**config.mk**
```make
export PLATFORM = sky130hd
export DESIGN_NAME = csi_matrix_unpacker_top_flat
export DESIGN_NICKNAME = d
export VERILOG_FILES = /design/src/sv/csimu_pkg.sv /design/src/sv/csimu_byte_if.sv /design/src/sv/csimu_entry_if.sv /design/src/sv/csimu_counter.sv /design/src/sv/csi_matrix_unpacker_top.sv /design/src/flat_wrapper.sv
export SDC_FILE = /design/constraint.sdc
export NUM_CORES = 1
export LEC_CHECK = 0
export BUFFER_PORTS_ARGS = -buffer_cell sky130_fd_sc_hd__buf_2
export CAP_MARGIN = 20
export CORE_ASPECT_RATIO = 1.75
export CORE_UTILIZATION = 30
export CTS_BUF_LIST = sky130_fd_sc_hd__clkbuf_4 sky130_fd_sc_hd__clkbuf_8
export CTS_CLUSTER_DIAMETER = 30
export CTS_CLUSTER_SIZE = 40
export DETAILED_ROUTE_END_ITERATION = 6
export PLACE_DENSITY = 0.56
export SYNTH_ARGS = -nofsm -noshare
export SYNTH_HDL_FRONTEND = slang
export SYNTH_SLANG_ARGS = --single-unit
```
**constraint.sdc**
```tcl
create_clock -name clk -period 5.75 [get_ports clk]
set_input_delay 0.575 -clock clk [delete_from_list [all_inputs] [get_ports clk]]
set_output_delay 0.575 -clock clk [all_outputs]
set_load 0.01 [all_outputs]
```
**src/sv/csimu_pkg.sv**
```systemverilog
package csimu_pkg;

    localparam int SAMPLE_BITS  = 10;
    localparam int MAX_ANTENNAS = 4;
    localparam int MAX_TONES    = 128;

    localparam int BYTE_W      = 8;
    localparam int PAIR_BITS   = 2 * SAMPLE_BITS;
    localparam int BUF_W       = PAIR_BITS + BYTE_W - 1;
    localparam int HELD_W      = $clog2(BUF_W + 1);
    localparam int ANT_W       = $clog2(MAX_ANTENNAS);
    localparam int TONE_W      = $clog2(MAX_TONES);
    localparam int ANT_CFG_W   = 3;
    localparam int TONE_CFG_W  = 8;
    localparam int ANT_CNT_W   = ANT_W + 1;
    localparam int TONE_CNT_W  = TONE_W + 1;
    localparam int PROD_W      = ANT_CNT_W + TONE_CNT_W;
    localparam int POS_W       = 11;
    localparam int CFG_IDX_W   = 2;
    localparam int CFG_DATA_W  = 8;

    // register indexes of the configuration port
    localparam logic [CFG_IDX_W-1:0] CFG_RX_ANTENNAS = 2'd0;
    localparam logic [CFG_IDX_W-1:0] CFG_TX_ANTENNAS = 2'd1;
    localparam logic [CFG_IDX_W-1:0] CFG_TONE_COUNT  = 2'd2;

    localparam logic [ANT_CFG_W-1:0]  RX_ANTENNAS_RST = 3'd1;
    localparam logic [ANT_CFG_W-1:0]  TX_ANTENNAS_RST = 3'd1;
    localparam logic [TONE_CFG_W-1:0] TONE_COUNT_RST  = 8'd56;

    typedef logic signed [SAMPLE_BITS-1:0] sample_t;

    typedef struct packed {
        logic [ANT_W-1:0]  rx;
        logic [ANT_W-1:0]  tx;
        logic [TONE_W-1:0] tone;
        logic [POS_W-1:0]  pos;
        logic              last;
    } entry_idx_t;

endpackage

```
**src/sv/csimu_byte_if.sv**
```systemverilog
interface csimu_byte_if;
    logic                          valid;
    logic                          ready;
    logic [csimu_pkg::BYTE_W-1:0]  raw_byte;

    modport source (output valid, output raw_byte, input ready);
    modport sink (input valid, input raw_byte, output ready);
endinterface

```
**src/sv/csimu_entry_if.sv**
```systemverilog
interface csimu_entry_if;
    logic                          valid;
    logic                          ready;
    csimu_pkg::sample_t            real_part;
    csimu_pkg::sample_t            imag_part;
    logic [csimu_pkg::ANT_W-1:0]   rx_index;
    logic [csimu_pkg::ANT_W-1:0]   tx_index;
    logic [csimu_pkg::TONE_W-1:0]  tone_index;
    logic [csimu_pkg::POS_W-1:0]   entry_position;
    logic                          last_entry;

    modport source (
        output valid, output real_part, output imag_part, output rx_index,
        output tx_index, output tone_index, output entry_position,
        output last_entry, input ready
    );
    modport sink (
        input valid, input real_part, input imag_part, input rx_index,
        input tx_index, input tone_index, input entry_position,
        input last_entry, output ready
    );
endinterface

```
**src/sv/csimu_counter.sv**
```systemverilog
module csimu_counter (
    input  logic                                clk,
    input  logic                                rst_n,
    input  logic [csimu_pkg::ANT_CFG_W-1:0]     rx_antennas,
    input  logic [csimu_pkg::ANT_CFG_W-1:0]     tx_antennas,
    input  logic [csimu_pkg::TONE_CFG_W-1:0]    tone_count,
    input  logic                                advance,
    output csimu_pkg::entry_idx_t               idx
);
    import csimu_pkg::*;

    logic [ANT_W-1:0]      rx_cnt_reg, rx_cnt_next;
    logic [ANT_W-1:0]      tx_cnt_reg, tx_cnt_next;
    logic [TONE_W-1:0]     tone_cnt_reg, tone_cnt_next;
    logic [PROD_W-1:0]     plane;
    logic [ANT_CNT_W-1:0]  nrx, ntx;
    logic [TONE_CNT_W-1:0] ntone;
    logic                  rx_end, tx_end, tone_end;
    logic [PROD_W+ANT_W:0] pos_sum;

    // zero acts as one, anything above the maximum acts as the maximum
    always_comb
    begin
        if (rx_antennas == '0)
            nrx = ANT_CNT_W'(1);
        else if (ANT_CNT_W'(rx_antennas) > ANT_CNT_W'(MAX_ANTENNAS))
            nrx = ANT_CNT_W'(MAX_ANTENNAS);
        else
            nrx = ANT_CNT_W'(rx_antennas);

        if (tx_antennas == '0)
            ntx = ANT_CNT_W'(1);
        else if (ANT_CNT_W'(tx_antennas) > ANT_CNT_W'(MAX_ANTENNAS))
            ntx = ANT_CNT_W'(MAX_ANTENNAS);
        else
            ntx = ANT_CNT_W'(tx_antennas);

        if (tone_count == '0)
            ntone = TONE_CNT_W'(1);
        else if (TONE_CNT_W'(tone_count) > TONE_CNT_W'(MAX_TONES))
            ntone = TONE_CNT_W'(MAX_TONES);
        else
            ntone = TONE_CNT_W'(tone_count);
    end

    // rx-by-tone plane size
    assign plane = PROD_W'(nrx) * PROD_W'(ntone);

    assign rx_end   = (ANT_CNT_W'(rx_cnt_reg) + ANT_CNT_W'(1)) >= nrx;
    assign tx_end   = (ANT_CNT_W'(tx_cnt_reg) + ANT_CNT_W'(1)) >= ntx;
    assign tone_end = (TONE_CNT_W'(tone_cnt_reg) + TONE_CNT_W'(1)) >= ntone;

    assign pos_sum = (PROD_W+ANT_W+1)'(tx_cnt_reg) * (PROD_W+ANT_W+1)'(plane)
                   + (PROD_W+ANT_W+1)'(rx_cnt_reg) * (PROD_W+ANT_W+1)'(ntone)
                   + (PROD_W+ANT_W+1)'(tone_cnt_reg);

    assign idx.rx   = rx_cnt_reg;
    assign idx.tx   = tx_cnt_reg;
    assign idx.tone = tone_cnt_reg;
    assign idx.pos  = pos_sum[POS_W-1:0];
    assign idx.last = rx_end && tx_end && tone_end;

    always_comb
    begin
        rx_cnt_next   = rx_cnt_reg;
        tx_cnt_next   = tx_cnt_reg;
        tone_cnt_next = tone_cnt_reg;
        if (advance)
        begin
            if (idx.last)
            begin
                rx_cnt_next   = '0;
                tx_cnt_next   = '0;
                tone_cnt_next = '0;
            end
            else if (!rx_end)
                rx_cnt_next = rx_cnt_reg + ANT_W'(1);
            else
            begin
                rx_cnt_next = '0;
                if (!tx_end)
                    tx_cnt_next = tx_cnt_reg + ANT_W'(1);
                else
                begin
                    tx_cnt_next   = '0;
                    tone_cnt_next = tone_end ? '0 : tone_cnt_reg + TONE_W'(1);
                end
            end
        end
    end

    always_ff @(posedge clk or negedge rst_n)
    begin
        if (!rst_n)
        begin
            rx_cnt_reg   <= '0;
            tx_cnt_reg   <= '0;
            tone_cnt_reg <= '0;
        end
        else
        begin
            rx_cnt_reg   <= rx_cnt_next;
            tx_cnt_reg   <= tx_cnt_next;
            tone_cnt_reg <= tone_cnt_next;
        end
    end

    a_last_restarts: assert property (@(posedge clk) disable iff (!rst_n)
        advance && idx.last |=> rx_cnt_reg == '0 && tx_cnt_reg == '0 && tone_cnt_reg == '0)
        else $error("counters did not restart after final entry");

    a_rx_wraps: assert property (@(posedge clk) disable iff (!rst_n)
        advance && !idx.last && rx_end |=> rx_cnt_reg == '0)
        else $error("rx counter did not wrap");

    a_tone_holds: assert property (@(posedge clk) disable iff (!rst_n)
        advance && !rx_end |=> $stable(tone_cnt_reg) && $stable(tx_cnt_reg))
        else $error("outer counters moved while rx counter advanced");

endmodule

```
**src/sv/csi_matrix_unpacker_top.sv**
```systemverilog
// packed CSI report unpacker
//
// byte_in carries the report one byte per transfer; bits are taken lsb first
// and each pair of 10-bit two's-complement values (imaginary, then real) forms
// one complex entry. entry_out carries each entry with its rx, tx and tone
// indices, its linear matrix position and a flag on the final entry of the
// matrix. After that entry the leftover bits are dropped and a new matrix
// starts with the next byte.
// One byte is taken every cycle unless entry_out stalls. An entry appears on
// entry_out in the cycle after the byte that completes it; bytes that complete
// no entry give no transfer. The result register decouples the two sides:
// byte_in stays ready while the held entry is taken in the same cycle, and
// when entry_out stalls byte_in drops ready until the entry is taken.
// cfg_write with cfg_index/cfg_data sets rx_antennas, tx_antennas and
// tone_count; write only while no entry is pending. The new values apply from
// the next byte on. Reset clears the bit buffer and counters and restores
// 1 rx, 1 tx and 56 tones.
module csi_matrix_unpacker_top (
    input  logic                               clk,
    input  logic                               rst_n,
    csimu_byte_if.sink                         byte_in,
    csimu_entry_if.source                      entry_out,
    input  logic                               cfg_write,
    input  logic [csimu_pkg::CFG_IDX_W-1:0]    cfg_index,
    input  logic [csimu_pkg::CFG_DATA_W-1:0]   cfg_data
);
    import csimu_pkg::*;

    logic [ANT_CFG_W-1:0]  rx_antennas_reg;
    logic [ANT_CFG_W-1:0]  tx_antennas_reg;
    logic [TONE_CFG_W-1:0] tone_count_reg;

    logic [BUF_W-1:0]      buf_reg, buf_next;
    logic [HELD_W-1:0]     held_reg, held_next;
    logic [BUF_W-1:0]      merged;
    logic [HELD_W-1:0]     held_sum;
    logic                  accept, emit, advance;
    entry_idx_t            idx;

    logic                  out_valid_reg;
    sample_t               real_reg, imag_reg;
    entry_idx_t            idx_reg;

    always_ff @(posedge clk or negedge rst_n)
    begin
        if (!rst_n)
        begin
            rx_antennas_reg <= RX_ANTENNAS_RST;
            tx_antennas_reg <= TX_ANTENNAS_RST;
            tone_count_reg  <= TONE_COUNT_RST;
        end
        else if (cfg_write)
        begin
            unique case (cfg_index)
                CFG_RX_ANTENNAS: rx_antennas_reg <= cfg_data[ANT_CFG_W-1:0];
                CFG_TX_ANTENNAS: tx_antennas_reg <= cfg_data[ANT_CFG_W-1:0];
                CFG_TONE_COUNT:  tone_count_reg  <= cfg_data[TONE_CFG_W-1:0];
                default:         ;
            endcase
        end
    end

    csimu_counter u_counter (
        .clk         (clk),
        .rst_n       (rst_n),
        .rx_antennas (rx_antennas_reg),
        .tx_antennas (tx_antennas_reg),
        .tone_count  (tone_count_reg),
        .advance     (advance),
        .idx         (idx)
    );

    assign byte_in.ready = !out_valid_reg || entry_out.ready;
    assign accept        = byte_in.valid && byte_in.ready;

    // new byte lands above the bits already held
    assign merged   = buf_reg | (BUF_W'(byte_in.raw_byte) << held_reg);
    assign held_sum = held_reg + HELD_W'(BYTE_W);
    assign emit     = held_sum >= HELD_W'(PAIR_BITS);
    assign advance  = accept && emit;

    always_comb
    begin
        buf_next  = buf_reg;
        held_next = held_reg;
        if (accept)
        begin
            if (!emit)
            begin
                buf_next  = merged;
                held_next = held_sum;
            end
            else if (idx.last)
            begin
                buf_next  = '0;
                held_next = '0;
            end
            else
            begin
                buf_next  = merged >> PAIR_BITS;
                held_next = held_sum - HELD_W'(PAIR_BITS);
            end
        end
    end

    always_ff @(posedge clk or negedge rst_n)
    begin
        if (!rst_n)
        begin
            buf_reg       <= '0;
            held_reg      <= '0;
            out_valid_reg <= 1'b0;
        end
        else
        begin
            buf_reg  <= buf_next;
            held_reg <= held_next;
            if (advance)
                out_valid_reg <= 1'b1;
            else if (entry_out.ready)
                out_valid_reg <= 1'b0;
        end
    end

    always_ff @(posedge clk)
    begin
        if (advance)
        begin
            imag_reg <= sample_t'(merged[SAMPLE_BITS-1:0]);
            real_reg <= sample_t'(merged[PAIR_BITS-1:SAMPLE_BITS]);
            idx_reg  <= idx;
        end
    end

    assign entry_out.valid          = out_valid_reg;
    assign entry_out.real_part      = real_reg;
    assign entry_out.imag_part      = imag_reg;
    assign entry_out.rx_index       = idx_reg.rx;
    assign entry_out.tx_index       = idx_reg.tx;
    assign entry_out.tone_index     = idx_reg.tone;
    assign entry_out.entry_position = idx_reg.pos;
    assign entry_out.last_entry     = idx_reg.last;

    a_held_below_pair: assert property (@(posedge clk) disable iff (!rst_n)
        held_reg < HELD_W'(PAIR_BITS))
        else $error("bit buffer holds a whole entry");

    a_buf_clean_above: assert property (@(posedge clk) disable iff (!rst_n)
        (buf_reg >> held_reg) == '0)
        else $error("stale bits above the held count");

    a_entry_from_byte: assert property (@(posedge clk) disable iff (!rst_n)
        out_valid_reg && !$past(out_valid_reg) |-> $past(byte_in.valid && byte_in.ready))
        else $error("entry raised without a byte transfer");

endmodule

```
**src/flat_wrapper.sv**
```systemverilog
// flat-port wrapper written by rule: the top's interface ports become plain ports
module csi_matrix_unpacker_top_flat import csimu_pkg::*;
  (clk, rst_n, cfg_write, cfg_index, cfg_data, byte_in_valid, byte_in_raw_byte, byte_in_ready, entry_out_valid, entry_out_real_part, entry_out_imag_part, entry_out_rx_index, entry_out_tx_index, entry_out_tone_index, entry_out_entry_position, entry_out_last_entry, entry_out_ready);
  csimu_byte_if byte_in_i ();
  csimu_entry_if entry_out_i ();
  input  logic clk;
  input  logic rst_n;
  input  logic cfg_write;
  input  logic [csimu_pkg::CFG_IDX_W-1:0] cfg_index;
  input  logic [csimu_pkg::CFG_DATA_W-1:0] cfg_data;
  input wire logic [$bits(byte_in_i.valid)-1:0] byte_in_valid;
  input wire logic [$bits(byte_in_i.raw_byte)-1:0] byte_in_raw_byte;
  output wire logic [$bits(byte_in_i.ready)-1:0] byte_in_ready;
  output wire logic [$bits(entry_out_i.valid)-1:0] entry_out_valid;
  output wire logic [$bits(entry_out_i.real_part)-1:0] entry_out_real_part;
  output wire logic [$bits(entry_out_i.imag_part)-1:0] entry_out_imag_part;
  output wire logic [$bits(entry_out_i.rx_index)-1:0] entry_out_rx_index;
  output wire logic [$bits(entry_out_i.tx_index)-1:0] entry_out_tx_index;
  output wire logic [$bits(entry_out_i.tone_index)-1:0] entry_out_tone_index;
  output wire logic [$bits(entry_out_i.entry_position)-1:0] entry_out_entry_position;
  output wire logic [$bits(entry_out_i.last_entry)-1:0] entry_out_last_entry;
  input wire logic [$bits(entry_out_i.ready)-1:0] entry_out_ready;
  assign byte_in_i.valid = byte_in_valid;
  assign byte_in_i.raw_byte = byte_in_raw_byte;
  assign byte_in_ready = byte_in_i.ready;
  assign entry_out_valid = entry_out_i.valid;
  assign entry_out_real_part = entry_out_i.real_part;
  assign entry_out_imag_part = entry_out_i.imag_part;
  assign entry_out_rx_index = entry_out_i.rx_index;
  assign entry_out_tx_index = entry_out_i.tx_index;
  assign entry_out_tone_index = entry_out_i.tone_index;
  assign entry_out_entry_position = entry_out_i.entry_position;
  assign entry_out_last_entry = entry_out_i.last_entry;
  assign entry_out_i.ready = entry_out_ready;
  csi_matrix_unpacker_top u_core (.clk(clk), .rst_n(rst_n), .byte_in(byte_in_i), .entry_out(entry_out_i), .cfg_write(cfg_write), .cfg_index(cfg_index), .cfg_data(cfg_data));
endmodule
```
==> results.md, run 1 <==
- The run finished with clean final reports.
- The internal portion of the total power is 1.757 mW.
- The via count of the first global-routing pass is 4216.
- The global-route wire length before repair is 21.47 mm.
- After layout, the minimum clock period comes to 5.440 ns.
- Counting stages on the worst path, the most repeated cell is fa_1.
- In this run the count of I/O pins placed on the die edge is 68.
- The tree is rooted in a clkbuf_8.
- By count the netlist is led by nand2_1 (82), inv_1 (62), dfrtp_1 (51), ha_1 (47), edfxtp_1 (43).
- The post-synthesis net count is 691.
- Once detail routing completed, the nets flagged for antenna violations numbered 0.
- The critical path's slowest cell is fa_1.
- The share of flip-flops with an asynchronous set or reset is 56.57%.
- The number of clock sinks is 99.
- Walking the worst path, the cells encountered are nor4_2 -> a21oi_1 -> nor2_1 -> nand2_1 -> fa_1 -> inv_1 -> ha_1 -> inv_1 -> fa_1 -> nor2b_2 -> fa_1 -> fa_1 -> inv_1 -> fa_1 -> inv_1 -> ha_4 -> o21ai_0 -> nor2_1 -> o211ai_1 -> nand2_1 -> nand4_1 -> nand2_1 -> xnor3_1.
- The average wire per cell in the routed design is 14.54 um.
- The pin slew with the least headroom to its limit is 0.8008 ns.
- The number of antenna violations at the first check in global routing is 0.
- Setup violations remaining at the end of the flow were counted as 0.
- The most used standard cell by instance count after synthesis is nand2_1.
- Buffers added to address setup during post-CTS repair amount to 0.
- The wire-length estimate of the detail-placed layout is 10.09 mm.
- The die covers 21080 um2.
- The headroom to the max-slew limit is 46.26%.
- The critical path's largest stage delay is 0.54 ns.
- The synthesized design spends more area on one cell type than any other, namely edfxtp_1.
- The register with the most flip-flops in the layout has 27 of them.
- The post-route clock period utilization is 94.61%.
- The kind of critical path is flip-flop to flip-flop.
- In the synthesized netlist, the number of instances is 592.
- The number of levels the H-tree was split into is 3.
- The final layout net count is 764.
- The share of total power in combinational logic is 44.3%.
- The number of flip-flops and latches in the synthesized netlist is 99.
- The iteration count of the initial detailed-routing pass is 4.
- The area of the mapped netlist is 6145 um2.
- The share of cells above drive strength 1 is 18.51%.
- The static leakage power is 3.288 nW.
- In this run the biggest area consumer among cell types represents 21.01% of the synthesized area.
- The critical path capture point type is a flip-flop.
- The worst reg-to-reg setup slack is 0.31 ns.
- The congestion estimate from routability-driven global placement came to 0.8627.
- The routed design has 13.30 mm of wire.
- The number of enable-type register cells in the synthesized netlist is 43.
- By area the synthesized netlist is led by edfxtp_1 (21%), dfrtp_1 (21%), ha_1 (9.6%), fa_1 (9.4%), nand2_1 (5.0%).
- Counting the buffers created by CTS gives 9.
- The CTS tree is yes.
- VDD sags by at most 0.0001582 V.
- Setup repair after global routing left no endpoint under its margin.
- The overall die height is 191.3 um.
- Timing would allow up to 183.8 MHz.
- The area growth from synthesis to final layout is 14.05%.
- Net switching is 40.98% of the power.
- The number of antenna repair diodes is 0.
- The fraction of power consumed by the clock network is 14.8%.
- The number of rows created at floorplan is 68.
- The number of vias per cell is 4.742.
- The tightest hold path in the finished design has a slack of 0.3252 ns.
- The final count of pins violating max slew is 0.
- The overall overflow remaining after global route is 0.
- The overall die width is 110.2 um.
- The port buffer count is 67.
- The sequential-to-total area share from yosys stat is 43.92%.
- The switching component of the power is 1.220 mW.
- The core footprint is 19910 um2.
- The pin count of the biggest net entering global routing is 61.
- The hold violation total from the final report is 0.
- The filler cells instantiated in the layout total 2031.
- The top fanout value on the critical path is 3.
- In the synthesized netlist the dominant register cell turns out to be dfrtp_1.
- For this run, the total global-route usage over all layers was measured as 13.42%.
- The via count of the routed design is 4339.
- At the worst endpoint, the required time is 5.90 ns.
- Data arrives at the worst endpoint at 5.59 ns.
- The longest clock path from root to sink contains 2 buffers.
- The class of the most critical hold timing path is input port to async pin.
- At the later pin of the worst-skew pair, clock insertion delay measures 0.39 ns.
- Between clock sinks in the finished design, the worst skew comes to 0.01348 ns.
- The initial standard-cell utilization of the core is 30.86%.
- Setup total negative slack on the finished layout was measured at 0 ns.
- The DRC violation total after the first TritonRoute iteration is 147.
- Power spread over the standard cell area amounts to 424.8 nW/um2.
- The number of distinct library cells after synthesis is 47.
- The sequential power share is 40.9%.
- STA classifies the critical path startpoint as a flip-flop.
- The average cell area after synthesis is 10.38 um2.
- The number of remaining DRC errors is 0.
- Clock-pin slew was measured on the worst setup and hold paths at 0.11 ns.
- The number of warnings reported in the yosys synthesis log is 0.
- The number of max-cap violations is 0.
[area by class of cell]
| class | count | area (um2) | share of cell area, % |
|---|---|---|---|
| clock buffer | 11 | 145.1 | 2.071 |
| multi-input combinational | 415 | 3168 | 45.21 |
| timing repair buffer | 78 | 417.9 | 5.963 |
| sequential | 99 | 2699 | 38.51 |
| tap | 245 | 306.5 | 4.374 |
| inverter | 62 | 232.7 | 3.321 |
| clock inverter | 5 | 38.79 | 0.5535 |
[metrics by stage]
stage                     setup slack [ns]  instance area, um2  power (mW)  util (%)  cells
after floorplan                     0.3415                6145       2.151         -    592
after detailed placement            0.1940                6803       2.562     34.17    899
final                               0.3100                7008       2.977     35.20    915
after global routing              0.002751                7008       3.249     35.20    915
after CTS                           0.1843                6987       3.017     35.09    915
after global placement              0.2609                6803       2.545     34.17    899
[what timing repair did]
action	CTS	global route
resized for setup	0	3
hold buffers	0	0
endpoints found under the setup margin	0	1
[worst paths after layout]
kind                                                           start  cells past startpoint                                            end
worst max register to register  u_core.tone_count_reg[3]$_DFFE_PN1P_                     23  u_core.entry_out.entry_position[10]$_DFFE_PP_
min in group clk                                         cfg_data[0]                      3          u_core.rx_antennas_reg[0]$_DFFE_PN1P_
max in group asynchronous                                      rst_n                      2   u_core.u_counter.tone_cnt_reg[4]$_DFFE_PN0P_
worst max-delay path            u_core.tone_count_reg[3]$_DFFE_PN1P_                     23  u_core.entry_out.entry_position[10]$_DFFE_PP_
worst min-delay path                                           rst_n                      2                 u_core.buf_reg[19]$_DFFE_PN0P_
worst min register to register        u_core.buf_reg[12]$_DFFE_PN0P_                      2                 u_core.buf_reg[12]$_DFFE_PN0P_
[power by group through the flow]
stage / clock (mW) / sequential [mW] / combinational, mW
2_1_floorplan: 0 / 1.20 / 0.948
3_3_place_gp: 0 / 1.23 / 1.31
3_5_place_dp: 0 / 1.23 / 1.33
4_1_cts: 0.460 / 1.22 / 1.34
5_1_grt: 0.478 / 1.25 / 1.52
6_report: 0.441 / 1.22 / 1.32
[logic make-up (layout without fill, tap and decap cells)]
kind of cell | after synthesis | in the layout | share of synthesized area, %
AO/OA/AOI/OAI | 118 | 118 | 12.58
XOR/XNOR | 18 | 18 | 2.790
adder cells (fa/ha/maj) | 76 | 76 | 19.02
buffers and inverters | 78 | 156 | 4.867
flip-flops | 99 | 99 | 43.92
multiplexers | 17 | 17 | 3.095
AND/OR/NAND/NOR | 186 | 186 | 13.72
[per-layer routing]
metal	share of wire, %	vias to the layer above	wire length (um)	global-route usage (%)
met5	0	-	0	0
met4	2.6	0	340	6.022
met3	2.7	18	364	1.671
met2	53	67	6995	23.53
met1	42	2098	5604	16.09
li1	-	2156	-	-
[worst max-delay path: cells and delay by family, from the launching register on]
kind	cells	cell delay [ns]
AOI/OAI and AO/OA	3	0.32
buffers and inverters	4	0.22
DFF	1	0.39
and+or+nand+nor	8	1.13
adders and majority gates	7	2.92
xor gates and xnor gates	1	0.20
[placed cells by master (no fill, tap or decap), drive strengths merged, types with 18 or more instances in the layout]
cell type  Yosys  final
dfrtp         51     51
nand2         82     82
inv           62     63
edfxtp        43     43
fa            29     29
a21oi         29     29
nor2          41     41
a21o          18     18
o21ai         18     18
ha            47     47
buf            5     78
Power figures use the tool's default switching activity.
==> inputs of run 2 (changes only) <==
CORE_UTILIZATION = 55   (was 30)
PLACE_DENSITY = 0.87   (was 0.56)
==> results.md, run 2 (same netlist as run 1, synthesis figures left out) <==
- The number of clock buffers inserted by TritonCTS is 9 (unchanged).
- The post-route clock period utilization is 93.97% (was 94.61%).
- The source-to-sink clock delay at the later pin of the worst-skew pair is 0.38 ns (was 0.39 ns).
- The share of cells above drive strength 1 is 19.07% (was 18.51%).
- The clock root buffer is clkbuf_8 (unchanged).
- The initial standard-cell utilization of the core was 57.10% (was 30.86%).
- The DRC violation total after the first TritonRoute iteration is 269 (was 147).
- The pin slew with the least headroom to its limit came to 0.8482 ns (was 0.8008 ns).
- The top fanout value on the critical path is 3 (unchanged).
- The startpoint type of the worst setup path is a flip-flop (unchanged).
- The area growth from synthesis to final layout was 11.53% (was 14.05%).
- The clock period minus worst slack is 5.403 ns (was 5.440 ns).
- The number of rows created at floorplan is 50 (was 68).
- The headroom to the max-slew limit is 43.02% (was 46.26%).
- The static leakage power is 3.256 nW (was 3.288 nW).
- The hold slack came to 0.3198 ns (was 0.3252 ns).
- The most common cell after layout, fill and taps aside is nand2_1 (unchanged).
- The hold violation total from the final report is 0 (unchanged).
- The overall die width is 81.90 um (was 110.2 um).
- The average wire per cell in the routed design is 16.84 um (was 14.54 um).
- The flip-flop count of the largest register, all copies and words added was 27 (unchanged).
- The number of antenna violations at the first check in global routing is 0 (unchanged).
- The final count of pins violating max slew is 0 (unchanged).
- The final setup violation count was 0 (unchanged).
- The iteration count of the initial detailed-routing pass was 4 (unchanged).
- Commonest non-fill, non-tap cells in the layout: nand2_1 (82), buf_2 (67), inv_1 (60), dfrtp_1 (51), ha_1 (45) (was nand2_1 (82), buf_2 (67), inv_1 (61), dfrtp_1 (51), ha_1 (46)).
- The maximum clock frequency is 185.1 MHz (was 183.8 MHz).
- The placed instance count is 780 (was 899).
- The endpoint required time on the critical path is 5.89 ns (was 5.90 ns).
- Run status: finished, final reports clean (unchanged).
- The kind of critical path is flip-flop to flip-flop (unchanged).
- The CTS tree is yes (unchanged).
- The post-detailed-routing wire length was 13.41 mm (was 13.30 mm).
- The final layout net count is 760 (was 764).
- The number of top-level design ports is 68 (unchanged).
- The via count of the routed design came to 4564 (was 4339).
- The total of hold buffers inserted after clock tree synthesis is 0 (unchanged).
- The pin count of the biggest net entering global routing came to 57 (was 61).
- The port buffer count is 67 (unchanged).
- The number of levels the H-tree was split into is 3 (unchanged).
- The worst reg-to-reg setup slack is 0.35 ns (was 0.31 ns).
- The critical path capture point type is a flip-flop (unchanged).
- The utilization of the core after routing was 63.69% (was 35.20%).
- The number of remaining DRC errors is 0 (unchanged).
- The overall overflow remaining after global route came to 0 (unchanged).
- The number of antenna repair diodes was 0 (unchanged).
- The final total negative setup slack was 0 ns (unchanged).
- The total internal power was 1.742 mW (was 1.757 mW).
- The filler-free cell count of the finished design is 796 (was 915).
- The via count of the first global-routing pass was 4763 (was 4216).
- The maximum number of buffers from clock root to sink is 2 (unchanged).
- The global-route wire length before repair is 22.07 mm (was 21.47 mm).
- The detailed placer's ending HPWL is 10.30 mm (was 10.09 mm).
- The fraction of power spent switching nets is 41.83% (was 40.98%).
- The number of max-cap violations was 0 (unchanged).
- The fraction of power consumed by the clock network is 13.9% (was 14.8%).
- The clock input transition at the sequential cells of the worst setup and hold paths is 0.10 ns (was 0.11 ns).
- The core footprint is 10760 um2 (was 19910 um2).
- RSZ-0062 raised after global routing: false (unchanged).
- The number of vias per cell was 5.734 (was 4.742).
- The sequential power share is 41.0% (was 40.9%).
- The global router's overall resource usage is 25.44% (was 13.42%).
- The overall die height was 141.8 um (was 191.3 um).
- The share of total power in combinational logic is 45.1% (was 44.3%).
- The class of the most critical hold timing path is input port to async pin (unchanged).
- The number of clock sinks is 99 (unchanged).
- The number of routed nets with antenna violations was 0 (unchanged).
- The final weighted congestion in routability-driven placement is 0.9519 (was 0.8627).
- The area of the die was 11620 um2 (was 21080 um2).
- The worst ir drop on vdd came to 0.0004335 V (was 0.0001582 V).
- The number of inserted filler cells in the final layout came to 845 (was 2031).
- The final worst clock skew came to 0.01247 ns (was 0.01348 ns).
- The cell area power density is 436.9 nW/um2 (was 424.8 nW/um2).
- The worst endpoint data arrival time is 5.54 ns (was 5.59 ns).
- The switching component of the power is 1.253 mW (was 1.220 mW).
## run 2: final cells by class
| type | count | area, um2 | area share [%] |
|---|---|---|---|
| Multi-Input combinational cell | 415 | 3197 | 46.65 |
| Timing Repair Buffer | 74 | 387.9 | 5.660 |
| Sequential cell | 99 | 2699 | 39.38 |
| Clock buffer | 9 | 123.9 | 1.808 |
| Clock inverter | 7 | 50.05 | 0.7303 |
| Tap cell | 130 | 162.7 | 2.374 |
| Inverter | 62 | 232.7 | 3.396 |
## run 2: final timing paths
check | startpoint | endpoint | depth (start not counted)
worst max-delay path | u_core.tone_count_reg[3]$_DFFE_PN1P_ | u_core.entry_out.entry_position[10]$_DFFE_PP_ | 23
worst min-delay path | rst_n | u_core.buf_reg[16]$_DFFE_PN0P_ | 2
worst max register to register | u_core.tone_count_reg[3]$_DFFE_PN1P_ | u_core.entry_out.entry_position[10]$_DFFE_PP_ | 23
worst min register to register | u_core.buf_reg[23]$_DFFE_PN0P_ | u_core.buf_reg[23]$_DFFE_PN0P_ | 2
max in group asynchronous | rst_n | u_core.tone_count_reg[0]$_DFFE_PN0P_ | 2
min in group clk | cfg_data[7] | u_core.tone_count_reg[7]$_DFFE_PN0P_ | 2
## run 2: per-layer routing
metal  GRT usage, %  vias to the layer above  routed length (um)
met2          46.24                      156                7297
met3          3.923                       53                 604
met1          26.06                     2208                4802
met4          15.79                        0                 704
met5              0                        -                   0
li1               -                     2147                   -
## run 2: per-stage QoR
stage	area (um2)	power [mW]	worst slack [ns]
2_1_floorplan	6145	2.151	0.3415
3_3_place_gp	6629	2.480	0.2756
3_5_place_dp	6629	2.561	0.08821
4_1_cts	6803	2.978	0.08659
5_1_grt	6853	3.234	0.1063
6_report	6853	2.994	0.3469
## run 2: repair_timing
| item | 4_1_cts | 5_1_grt |
|---|---|---|
| gates resized for setup | 0 | 12 |
| endpoints found under the setup margin | 0 | 2 |
| setup buffers | 0 | 0 |
## run 2: power by group through the flow
stage               Sequential [mW]  Combinational [mW]  Clock, mW
CTS                            1.22                1.34      0.420
finish                         1.23                1.35      0.416
floorplan                      1.20               0.948          0
detailed placement             1.23                1.33          0
global route                   1.26                1.53      0.444
global placement               1.22                1.26          0
## run 2: critical path, stage by stage (launching register included)
cell,delay (ns)
dfstp_2,0.40
nor4_4,0.27
a21oi_2,0.09
nor2_1,0.16
nand2_1,0.10
fa_1,0.44
inv_1,0.07
ha_2,0.18
inv_2,0.04
fa_1,0.50
nor2b_2,0.16
fa_1,0.44
fa_1,0.50
inv_1,0.06
fa_1,0.50
inv_1,0.07
ha_4,0.28
o21ai_0,0.09
nor2_1,0.20
o211ai_1,0.12
nand2_1,0.11
nand4_1,0.10
nand2_1,0.10
xnor3_1,0.20
